## config.mk

```make
export PLATFORM = sky130hd
export DESIGN_NAME = generation_retire_tracker
export DESIGN_NICKNAME = d
export VERILOG_FILES = /design/src/hdl/grt_pkg.sv /design/src/hdl/generation_retire_tracker.sv /design/src/hdl/grt_ram.sv /design/src/hdl/grt_front.sv /design/src/hdl/grt_back.sv
export SDC_FILE = /design/constraint.sdc
export NUM_CORES = 2
export LEC_CHECK = 0
export BUFFER_PORTS_ARGS = -buffer_cell sky130_fd_sc_hd__buf_2
export CAP_MARGIN = 20
export CORE_ASPECT_RATIO = 0.5
export CORE_UTILIZATION = 25
export DETAILED_ROUTE_END_ITERATION = 10
export PLACE_DENSITY_LB_ADDON = 0.15
export SETUP_SLACK_MARGIN = 0.1
export SYNTH_ARGS = -nofsm -noshare
export SYNTH_HDL_FRONTEND = slang
export SYNTH_SLANG_ARGS = --single-unit
```

## constraint.sdc

```tcl
create_clock -name clk -period 24.7 [get_ports clk]
set_input_delay 2.47 -clock clk [delete_from_list [all_inputs] [get_ports clk]]
set_output_delay 2.47 -clock clk [all_outputs]
set_load 0.02 [all_outputs]
```

## src/hdl/grt_pkg.sv

```systemverilog
// Shared types and constants for the generation retire tracker.
package grt_pkg;

  localparam logic [1:0] MODE_PUBLISH  = 2'd0;
  localparam logic [1:0] MODE_RESOLVE  = 2'd1;
  localparam logic [1:0] MODE_COMPLETE = 2'd2;

  localparam logic [1:0] STATUS_OK     = 2'd0;
  localparam logic [1:0] STATUS_REJECT = 2'd1;
  localparam logic [1:0] STATUS_FULL   = 2'd2;

  localparam logic [31:0] SLOT_INDEX = 32'd1;

  // Depth of the command queue and of the result queue.
  localparam int QUEUE_DEPTH = 2;

  typedef enum logic [1:0] {
    OP_PUBLISH,
    OP_RESOLVE,
    OP_COMPLETE,
    OP_BAD
  } op_t;

  typedef struct packed {
    logic [1:0]  mode;
    logic        program_valid;
    logic [31:0] handle_index;
    logic [31:0] handle_generation;
    logic [63:0] frame;
  } cmd_t;

  typedef struct packed {
    logic [1:0]  status;
    logic        has_entry;
    logic [31:0] out_index;
    logic [31:0] out_generation;
    logic [63:0] out_frame;
    logic        last;
  } res_t;

  // Classified command as it waits between front and back.
  typedef struct packed {
    op_t         op;
    logic        program_valid;
    logic        index_ok;
    logic        frame_zero;
    logic [31:0] handle_generation;
    logic [63:0] frame;
  } front_cmd_t;

endpackage

```

## src/hdl/generation_retire_tracker.sv

```systemverilog
// Top level of the generation retire tracker: command queue, executor, result queue.
//
//   channel  | handshake          | payload          | direction
//   ---------+--------------------+------------------+----------
//   command  | push / full        | cmd    (cmd_t)   | in
//   result   | pop / empty        | result (res_t)   | out
//
// Publish, resolve, rejected commands and completes on an empty list are handled in ST_IDLE.
// Complete with pending entries starts in ST_IDLE, does one pending-list RAM read per
// cycle through ST_WALK unless a full result queue stalls it, then ends in ST_FINISH.
// Reset (rst, synchronous) empties both queues and clears tracker state but held_gen/held_frame.
// A full result queue stalls the executor; the two-entry command queue keeps
// accepting items meanwhile, and full rises only once it holds two.
module generation_retire_tracker
  import grt_pkg::*;
#(
  parameter int PENDING_DEPTH = 16,
  parameter int GEN_BITS      = 32
) (
  input  logic clk,
  input  logic rst,
  input  logic push,
  output logic full,
  input  cmd_t cmd,
  output logic empty,
  input  logic pop,
  output res_t result
);

  // Classified command at the head of the command queue.
  logic       head_valid;
  front_cmd_t head;
  logic       take;

  // Accept and classify items.
  grt_front u_front (
    .clk        (clk),
    .rst        (rst),
    .push       (push),
    .full       (full),
    .cmd        (cmd),
    .head_valid (head_valid),
    .head       (head),
    .take       (take)
  );

  // Execute commands, walk the pending list, queue results.
  grt_back #(
    .PENDING_DEPTH (PENDING_DEPTH),
    .GEN_BITS      (GEN_BITS)
  ) u_back (
    .clk        (clk),
    .rst        (rst),
    .head_valid (head_valid),
    .head       (head),
    .take       (take),
    .pop        (pop),
    .empty      (empty),
    .result     (result)
  );

endmodule

```

## src/hdl/grt_ram.sv

```systemverilog
// Generic single-write, single-read RAM with registered read data.
module grt_ram #(
  parameter int WIDTH = 96,
  parameter int DEPTH = 16
) (
  input  logic                                    clk,
  input  logic                                    we,
  input  logic [((DEPTH > 1) ? $clog2(DEPTH) : 1)-1:0] waddr,
  input  logic [WIDTH-1:0]                        wdata,
  input  logic                                    re,
  input  logic [((DEPTH > 1) ? $clog2(DEPTH) : 1)-1:0] raddr,
  output logic [WIDTH-1:0]                        rdata
);

  logic [WIDTH-1:0] mem [DEPTH];

  always_ff @(posedge clk) begin
    if (we) begin
      mem[waddr] <= wdata;
    end
    if (re) begin
      rdata <= mem[raddr];
    end
  end

endmodule

```

## src/hdl/grt_front.sv

```systemverilog
// Front end: command queue that accepts items and classifies them.
module grt_front
  import grt_pkg::*;
(
  input  logic       clk,
  input  logic       rst,
  input  logic       push,
  output logic       full,
  input  cmd_t       cmd,
  output logic       head_valid,
  output front_cmd_t head,
  input  logic       take
);

  localparam int CW = $clog2(QUEUE_DEPTH + 1);

  front_cmd_t     slots [QUEUE_DEPTH];
  logic           wr_ptr;
  logic           rd_ptr;
  logic [CW-1:0]  count;
  front_cmd_t     classified;
  logic           do_push;
  logic           do_take;

  always_comb begin
    classified                   = '0;
    classified.program_valid     = cmd.program_valid;
    classified.index_ok          = (cmd.handle_index == SLOT_INDEX);
    classified.frame_zero        = (cmd.frame == 64'd0);
    classified.handle_generation = cmd.handle_generation;
    classified.frame             = cmd.frame;
    unique case (cmd.mode)
      MODE_PUBLISH:  classified.op = OP_PUBLISH;
      MODE_RESOLVE:  classified.op = OP_RESOLVE;
      MODE_COMPLETE: classified.op = OP_COMPLETE;
      default:       classified.op = OP_BAD;
    endcase
  end

  assign full       = (count == CW'(QUEUE_DEPTH));
  assign head_valid = (count != '0);
  assign head       = slots[rd_ptr];
  assign do_push    = push && !full;
  assign do_take    = take && head_valid;

  always_ff @(posedge clk) begin
    if (do_push) begin
      slots[wr_ptr] <= classified;
    end
    if (rst) begin
      wr_ptr <= 1'b0;
      rd_ptr <= 1'b0;
      count  <= '0;
    end else begin
      if (do_push) begin
        wr_ptr <= ~wr_ptr;
      end
      if (do_take) begin
        rd_ptr <= ~rd_ptr;
      end
      count <= count + CW'(do_push) - CW'(do_take);
    end
  end

`ifndef SYNTHESIS
  a_count_bound: assert property (@(posedge clk) disable iff (rst)
    count <= CW'(QUEUE_DEPTH))
    else $error("command queue overfilled");
`endif

endmodule

```

## src/hdl/grt_back.sv

```systemverilog
// Back end: executes commands against the generation state and pending list.
module grt_back
  import grt_pkg::*;
#(
  parameter int PENDING_DEPTH = 16,
  parameter int GEN_BITS      = 32
) (
  input  logic       clk,
  input  logic       rst,
  input  logic       head_valid,
  input  front_cmd_t head,
  output logic       take,
  input  logic       pop,
  output logic       empty,
  output res_t       result
);

  localparam int IDX_W = (PENDING_DEPTH > 1) ? $clog2(PENDING_DEPTH) : 1;
  localparam int CNT_W = $clog2(PENDING_DEPTH + 1);
  localparam int CMP_W = (GEN_BITS > 32) ? GEN_BITS : 32;
  localparam int ENT_W = GEN_BITS + 64;
  localparam int QC_W  = $clog2(QUEUE_DEPTH + 1);

  typedef enum logic [1:0] {
    ST_IDLE,
    ST_WALK,
    ST_FINISH
  } state_t;

  state_t              state, state_next;
  logic                present, present_next;
  logic [GEN_BITS-1:0] current_gen, current_gen_next;
  logic [63:0]         current_last_use, current_last_use_next;
  logic [63:0]         completed_through, completed_through_next;
  logic [63:0]         last_recorded, last_recorded_next;
  logic [CNT_W-1:0]    pending_count, pending_count_next;
  logic [IDX_W-1:0]    walk_idx, walk_idx_next;
  logic [CNT_W-1:0]    keep, keep_next;
  logic                held_valid, held_valid_next;
  logic [GEN_BITS-1:0] held_gen, held_gen_next;
  logic [63:0]         held_frame, held_frame_next;

  logic                ram_we;
  logic [IDX_W-1:0]    ram_waddr;
  logic [ENT_W-1:0]    ram_wdata;
  logic                ram_re;
  logic [IDX_W-1:0]    ram_raddr;
  logic [ENT_W-1:0]    ram_rdata;

  logic [GEN_BITS-1:0] ent_gen;
  logic [63:0]         ent_last_use;
  logic                ent_retire;
  logic                ent_final;
  logic                advance;

  res_t                res_new;
  logic                res_push;
  logic                space;
  res_t                outq [QUEUE_DEPTH];
  logic                oq_wr;
  logic                oq_rd;
  logic [QC_W-1:0]     oq_count;
  logic                oq_pop;

  grt_ram #(
    .WIDTH (ENT_W),
    .DEPTH (PENDING_DEPTH)
  ) u_pending (
    .clk   (clk),
    .we    (ram_we),
    .waddr (ram_waddr),
    .wdata (ram_wdata),
    .re    (ram_re),
    .raddr (ram_raddr),
    .rdata (ram_rdata)
  );

  assign space        = (oq_count != QC_W'(QUEUE_DEPTH));
  assign ent_gen      = ram_rdata[ENT_W-1:64];
  assign ent_last_use = ram_rdata[63:0];
  assign ent_retire   = (ent_last_use <= head.frame);
  assign ent_final    = ((CNT_W'(walk_idx) + CNT_W'(1)) == pending_count);
  assign advance      = !(ent_retire && held_valid) || space;

  always_comb begin
    state_next             = state;
    present_next           = present;
    current_gen_next       = current_gen;
    current_last_use_next  = current_last_use;
    completed_through_next = completed_through;
    last_recorded_next     = last_recorded;
    pending_count_next     = pending_count;
    walk_idx_next          = walk_idx;
    keep_next              = keep;
    held_valid_next        = held_valid;
    held_gen_next          = held_gen;
    held_frame_next        = held_frame;
    ram_we                 = 1'b0;
    ram_waddr              = pending_count[IDX_W-1:0];
    ram_wdata              = {current_gen, current_last_use};
    ram_re                 = 1'b0;
    ram_raddr              = '0;
    take                   = 1'b0;
    res_push               = 1'b0;
    res_new                = '0;
    res_new.status         = STATUS_OK;
    res_new.last           = 1'b1;

    unique case (state)
      ST_IDLE: begin
        if (head_valid && space) begin
          unique case (head.op)
            OP_PUBLISH: begin
              take     = 1'b1;
              res_push = 1'b1;
              if (!head.program_valid) begin
                res_new.status = STATUS_REJECT;
              end else if (!present) begin
                present_next           = 1'b1;
                current_gen_next       = GEN_BITS'(1);
                current_last_use_next  = '0;
                res_new.has_entry      = 1'b1;
                res_new.out_index      = SLOT_INDEX;
                res_new.out_generation = 32'd1;
              end else if (&current_gen) begin
                res_new.status = STATUS_REJECT;
              end else if (pending_count == CNT_W'(PENDING_DEPTH)) begin
                res_new.status = STATUS_FULL;
              end else begin
                // Push the current generation onto the pending list.
                ram_we                 = 1'b1;
                pending_count_next     = pending_count + CNT_W'(1);
                current_gen_next       = current_gen + GEN_BITS'(1);
                current_last_use_next  = '0;
                res_new.has_entry      = 1'b1;
                res_new.out_index      = SLOT_INDEX;
                res_new.out_generation = 32'(current_gen + GEN_BITS'(1));
              end
            end
            OP_RESOLVE: begin
              take     = 1'b1;
              res_push = 1'b1;
              if (!present || !head.index_ok ||
                  CMP_W'(head.handle_generation) != CMP_W'(current_gen) ||
                  head.frame_zero || head.frame <= completed_through ||
                  head.frame < last_recorded) begin
                res_new.status = STATUS_REJECT;
              end else begin
                if (head.frame > current_last_use) begin
                  current_last_use_next = head.frame;
                end
                last_recorded_next     = head.frame;
                res_new.has_entry      = 1'b1;
                res_new.out_index      = SLOT_INDEX;
                res_new.out_generation = head.handle_generation;
                res_new.out_frame      = head.frame;
              end
            end
            OP_COMPLETE: begin
              if (head.frame_zero || head.frame < completed_through) begin
                take           = 1'b1;
                res_push       = 1'b1;
                res_new.status = STATUS_REJECT;
              end else if (pending_count == '0) begin
                take                   = 1'b1;
                res_push               = 1'b1;
                completed_through_next = head.frame;
              end else begin
                // Start the walk: fetch entry 0, its data shows up in ST_WALK.
                ram_re          = 1'b1;
                ram_raddr       = '0;
                walk_idx_next   = '0;
                keep_next       = '0;
                held_valid_next = 1'b0;
                state_next      = ST_WALK;
              end
            end
            default: begin
              take           = 1'b1;
              res_push       = 1'b1;
              res_new.status = STATUS_REJECT;
            end
          endcase
        end
      end

      ST_WALK: begin
        if (advance) begin
          if (ent_retire) begin
            // Emit the previously held retirement; hold this one.
            if (held_valid) begin
              res_push               = 1'b1;
              res_new.has_entry      = 1'b1;
              res_new.out_index      = SLOT_INDEX;
              res_new.out_generation = 32'(held_gen);
              res_new.out_frame      = held_frame;
              res_new.last           = 1'b0;
            end
            held_valid_next = 1'b1;
            held_gen_next   = ent_gen;
            held_frame_next = ent_last_use;
          end else begin
            // Compact the kept entry toward the head of the list.
            ram_we    = 1'b1;
            ram_waddr = keep[IDX_W-1:0];
            ram_wdata = ram_rdata;
            keep_next = keep + CNT_W'(1);
          end
          if (ent_final) begin
            state_next = ST_FINISH;
          end else begin
            walk_idx_next = walk_idx + IDX_W'(1);
            ram_re        = 1'b1;
            ram_raddr     = walk_idx + IDX_W'(1);
          end
        end
      end

      ST_FINISH: begin
        if (space) begin
          res_push = 1'b1;
          if (held_valid) begin
            res_new.has_entry      = 1'b1;
            res_new.out_index      = SLOT_INDEX;
            res_new.out_generation = 32'(held_gen);
            res_new.out_frame      = held_frame;
          end
          pending_count_next     = keep;
          completed_through_next = head.frame;
          held_valid_next        = 1'b0;
          take                   = 1'b1;
          state_next             = ST_IDLE;
        end
      end

      default: begin
        state_next = ST_IDLE;
      end
    endcase
  end

  always_ff @(posedge clk) begin
    held_gen   <= held_gen_next;
    held_frame <= held_frame_next;
    if (rst) begin
      state             <= ST_IDLE;
      present           <= 1'b0;
      current_gen       <= '0;
      current_last_use  <= '0;
      completed_through <= '0;
      last_recorded     <= '0;
      pending_count     <= '0;
      walk_idx          <= '0;
      keep              <= '0;
      held_valid        <= 1'b0;
    end else begin
      state             <= state_next;
      present           <= present_next;
      current_gen       <= current_gen_next;
      current_last_use  <= current_last_use_next;
      completed_through <= completed_through_next;
      last_recorded     <= last_recorded_next;
      pending_count     <= pending_count_next;
      walk_idx          <= walk_idx_next;
      keep              <= keep_next;
      held_valid        <= held_valid_next;
    end
  end

  // Result queue.
  assign oq_pop = pop && (oq_count != '0);
  assign empty  = (oq_count == '0);
  assign result = outq[oq_rd];

  always_ff @(posedge clk) begin
    if (res_push) begin
      outq[oq_wr] <= res_new;
    end
    if (rst) begin
      oq_wr    <= 1'b0;
      oq_rd    <= 1'b0;
      oq_count <= '0;
    end else begin
      if (res_push) begin
        oq_wr <= ~oq_wr;
      end
      if (oq_pop) begin
        oq_rd <= ~oq_rd;
      end
      oq_count <= oq_count + QC_W'(res_push) - QC_W'(oq_pop);
    end
  end

`ifndef SYNTHESIS
  a_pending_bound: assert property (@(posedge clk) disable iff (rst)
    pending_count <= CNT_W'(PENDING_DEPTH))
    else $error("pending count beyond list depth");

  a_keep_behind_walk: assert property (@(posedge clk) disable iff (rst)
    state == ST_WALK |-> keep <= CNT_W'(walk_idx))
    else $error("compaction write ahead of walk");

  a_write_behind_read: assert property (@(posedge clk) disable iff (rst)
    (state == ST_WALK && ram_we && ram_re) |-> ram_waddr < ram_raddr)
    else $error("compaction overwrites an unread entry");

  a_no_push_when_full: assert property (@(posedge clk) disable iff (rst)
    res_push |-> space)
    else $error("result pushed into a full queue");

  a_walk_holds_cmd: assert property (@(posedge clk) disable iff (rst)
    (state == ST_WALK) |-> head_valid && head.op == OP_COMPLETE && !take)
    else $error("complete command lost during walk");
`endif

endmodule
```

==> run_results.csv <==
group,metric,value,unit
status,outcome,"complete, no violations",
critical_path,cp_max_fo,46,
critical_path,path_class,"reg2reg",
cts,cts_root_buffer,"clkbuf_16",
sta,setup_tns,0,ns
finish,synthToLayoutAreaGrowth,15.38,%
place,port_buffers,237,
route,drt-pass1-iter-count,6,
floorplanning,die_area,406300,µm²
sta,relSlewSlack,22.65,%
logic_synthesis,ys_types,73,
power,comb_power_share,13.9,%
floorplanning,dieWidth,900.4,µm
route,vias_per_cell,4.787,
power,p_int,0.007112,W
cts,cts-buffers-inserted,241,
sta,max_freq,0.1149,GHz
cts,path_clk_slew,0.07,ns
min_path,holdCritPathClass,"reg2reg",
power,leakagePower,36.96,nW
cts,ctsHoldBuffers,0,
global_route,grt_pass1_wl,476700,µm
route,antenna_left,0,
power,peakVddDrop,56.48,µV
sta,tightest_slew,1.148,ns
power,seqPwrFrac,47.4,%
cts,cts_setup_buffers,0,
cts,cts_max_level,4,
route,post-route-drc-count,0,
sta,min_period_over_period,35.24,%
place,gp_congestion,0.8005,
power,p_clk_share,38.7,%
sta,report.final.slew_viol_count,0,
logic_synthesis,ys_seq_area_share,68.39,%
floorplanning,row_count,164,
place,preCtsSetupSlack,15.89,ns
global_route,grt_max_degree,109,
global_route,grtUsageTotal,16.26,%
finish,instances_no_fill,12347,
run,drv_cap,0,
sta,hold_viol,0,
critical_path,cp.required,25.18,ns
logic_synthesis,synth_edf_count,2130,
critical_path,crit_top_cell,"buf_4",
power,p_switching,0.002628,W
sta,skew,0.09808,ns
global_route,grt-ovfl-total,0,
floorplanning,start_util,25.19,%
sta,setup_ws,15.99,ns
critical_path,slowest_stage,"nor4_1",
logic_synthesis,synthArstFlopShare,0,%
power,swShare,26.98,%
critical_path,critPathMaxStageDelay,0.98,ns
critical_path,crit_chain,"buf_4 > mux2i_1 > ha_1 > nand4_1 > nor4_1 > o31a_1 > o21ai_0 > and3_1 > nor3_2 > buf_4 > a32oi_1 > nor2_4 > buf_4 > buf_4",
place,placed_cells,11906,
critical_path,crit_path_end_kind,"flip-flop",
critical_path,arrival,9.19,ns
finish,drive_gt1_share,19.63,%
logic_synthesis,avgSynthCellArea,15.33,µm²
global_route,antenna_found_initial,26,
route,wl_per_cell,27.57,µm
floorplanning,ioPinCount,269,
logic_synthesis,synth-main-ff-cell,"edfxtp_1",
cts,cts_resized,0,
finish,final_nets,7154,
route,drt-initial-drc-count,4772,
sta,setup_viol,0,
route,routed_wl,340400,µm
logic_synthesis,syn_inst,6580,
logic_synthesis,syn_area,100900,µm²
sta,rsz0062_at_grt,"false",
route,num_vias,59110,
logic_synthesis,yosysWarningCount,0,
global_route,grt_pass1_vias,59360,
cts,clock-sinks,2382,
floorplanning,die_h,451.2,µm
place,dpl.hpwl,211200,µm
cts,clock_latency,0.95,ns
power,powerDensity,83.66,nW/µm²
floorplanning,coreArea,400500,µm²
cts,clk_path_buf_depth,4,
logic_synthesis,ys_ff_latch,2382,
sta,post-route-min-period,8.705,ns
critical_path,start_kind,"flip-flop",
cts,cts_tree,"built",
## cell families (layout without fill, tap and decap cells)
logic type / Yosys count / in the layout / share of synthesized area (%)
fa+ha+maj: 264 / 264 / 3.274
compound gates: 1352 / 1352 / 9.390
other cells: 1 / 38 / 0.003717
xor+xnor: 74 / 74 / 0.6424
buf+inv: 749 / 1084 / 2.981
simple gates: 976 / 976 / 4.691
flops: 2382 / 2382 / 68.39
mux: 782 / 782 / 10.62
## Yosys cell counts (all sizes together) (56+ instances only)
cell     instances  area share, %
inv            276            1.0
mux2           392            4.4
a21o            61           0.45
a21oi          273            1.4
a2111oi        101           0.88
a22o            63           0.55
edfxtp        2130             63
dfxtp          252            5.0
or3             75           0.47
a221o           96           0.95
nor2           198           0.74
buf             73           0.47
mux4           192            4.3
o31ai          104           0.77
a211oi         265            2.0
xnor2           56           0.49
clkbuf         400            1.5
ha             264            3.3
nand2          280            1.0
o21ai          211            1.1
mux2i          198            2.0
nand4           76           0.47
o211ai          69           0.51
nor3           162           0.80
## metal layers
| metal | global-route usage, % | up-vias | share of wire [%] |
|---|---|---|---|
| met5 | 0 | - | 0.0038 |
| met4 | 3.682 | 2 | 2.3 |
| met3 | 3.217 | 400 | 5.7 |
| met2 | 25.38 | 1436 | 45 |
| met1 | 23.31 | 31010 | 47 |
| li1 | - | 26262 | - |
## worst max-delay path: cells and delay by family, from the launching register on
kind                     cells  cell delay [ns]
AND/OR/NAND/NOR              5             2.70
multiplexers                 1             0.55
AO/OA/AOI/OAI                3             0.93
buffers and inverters        4             2.77
adder cells (fa/ha/maj)      1             0.27
flip-flops                   1             0.91
## final cells by class
type / count / area, µm²
sequential: 2382 / 69020
timing repair buffer: 375 / 2351
clock buffer: 295 / 6357
inverter: 276 / 1036
multi-input combinational: 3479 / 29420
tap: 5395 / 6750
fill: 40185 / 284100
clock inverter: 138 / 1469
antenna: 7 / 17.52
## worst paths after layout
kind / end / from / slack (ns) / cells past startpoint
worst max register to register: u_back.u_pending.mem[1][75] / flip-flop / 15.99 / 14
worst max-delay path: u_back.u_pending.mem[1][75] / flip-flop / 15.99 / 14
worst min-delay path: u_back.held_gen[4] / u_back.u_pending.rdata[68] / 0.44 / 0
worst min register to register: u_back.held_gen[4] / u_back.u_pending.rdata[68] / 0.44 / 0
## registers in the layout, summed over array words and instances, names as in the netlist, 2 cells and up, named ones only
| name | count |
|---|---|
| u_back.u_pending.rdata | 96 |
| u_back.keep | 5 |
| u_back.oq_count | 2 |
| u_front.count | 2 |
| u_back.state | 2 |
| u_back.walk_idx | 4 |
| u_back.held_frame | 64 |
| u_back.held_gen | 32 |
| u_back.u_pending.mem | 1536 |
| u_back.completed_through | 64 |
| u_back.pending_count | 5 |
| u_back.last_recorded | 64 |
| u_back.current_gen | 32 |
| u_back.current_last_use | 64 |
| u_back.outq | 200 |
| u_front.slots | 202 |
## power groups by stage
stage / clock network (W) / logic, W / registers [W]
2_1_floorplan: 0 / 0.000842 / 0.00469
3_3_place_gp: 0 / 0.00139 / 0.00470
3_5_place_dp: 0 / 0.00139 / 0.00471
4_1_cts: 0.00387 / 0.00139 / 0.00462
5_1_grt: 0.00402 / 0.00148 / 0.00463
6_report: 0.00377 / 0.00136 / 0.00462
## stage by stage
step / hold WS [ns] / utilization [%] / instance area, µm² / power [W]
after floorplan: 0.4204 / - / 101000 / 0.005535
after global placement: 0.4289 / 27.10 / 108600 / 0.006095
after detailed placement: 0.4362 / 27.10 / 108600 / 0.006093
after CTS: 0.4515 / 29.06 / 116400 / 0.009886
after global routing: 0.4650 / 29.06 / 116400 / 0.01013
final: 0.4413 / 29.06 / 116400 / 0.009740
## placed cells by master, fill, tap and decap left out, types with 42 or more instances in the layout
cell type and instances:
edfxtp_1 2130, mux2_2 392, nand2_1 278, inv_1 276
a21oi_1 273, a211oi_1 265, ha_1 263, dfxtp_1 249
clkbuf_16 244, buf_2 236, mux2i_1 198, mux4_2 192
nor2_1 177, nor3_1 160, o21ai_0 148, buf_4 127
o31ai_1 103, a2111oi_0 101, a221o_1 96, nand4_1 76
or3_1 75, o211ai_1 69, a22o_1 63, a21o_1 61
o21ai_1 59, xnor2_1 56, clkinv_1 51, clkbuf_1 45
nand3_1 44, nor4_1 42
No activity file was read; power rests on OpenSTA's default activity.
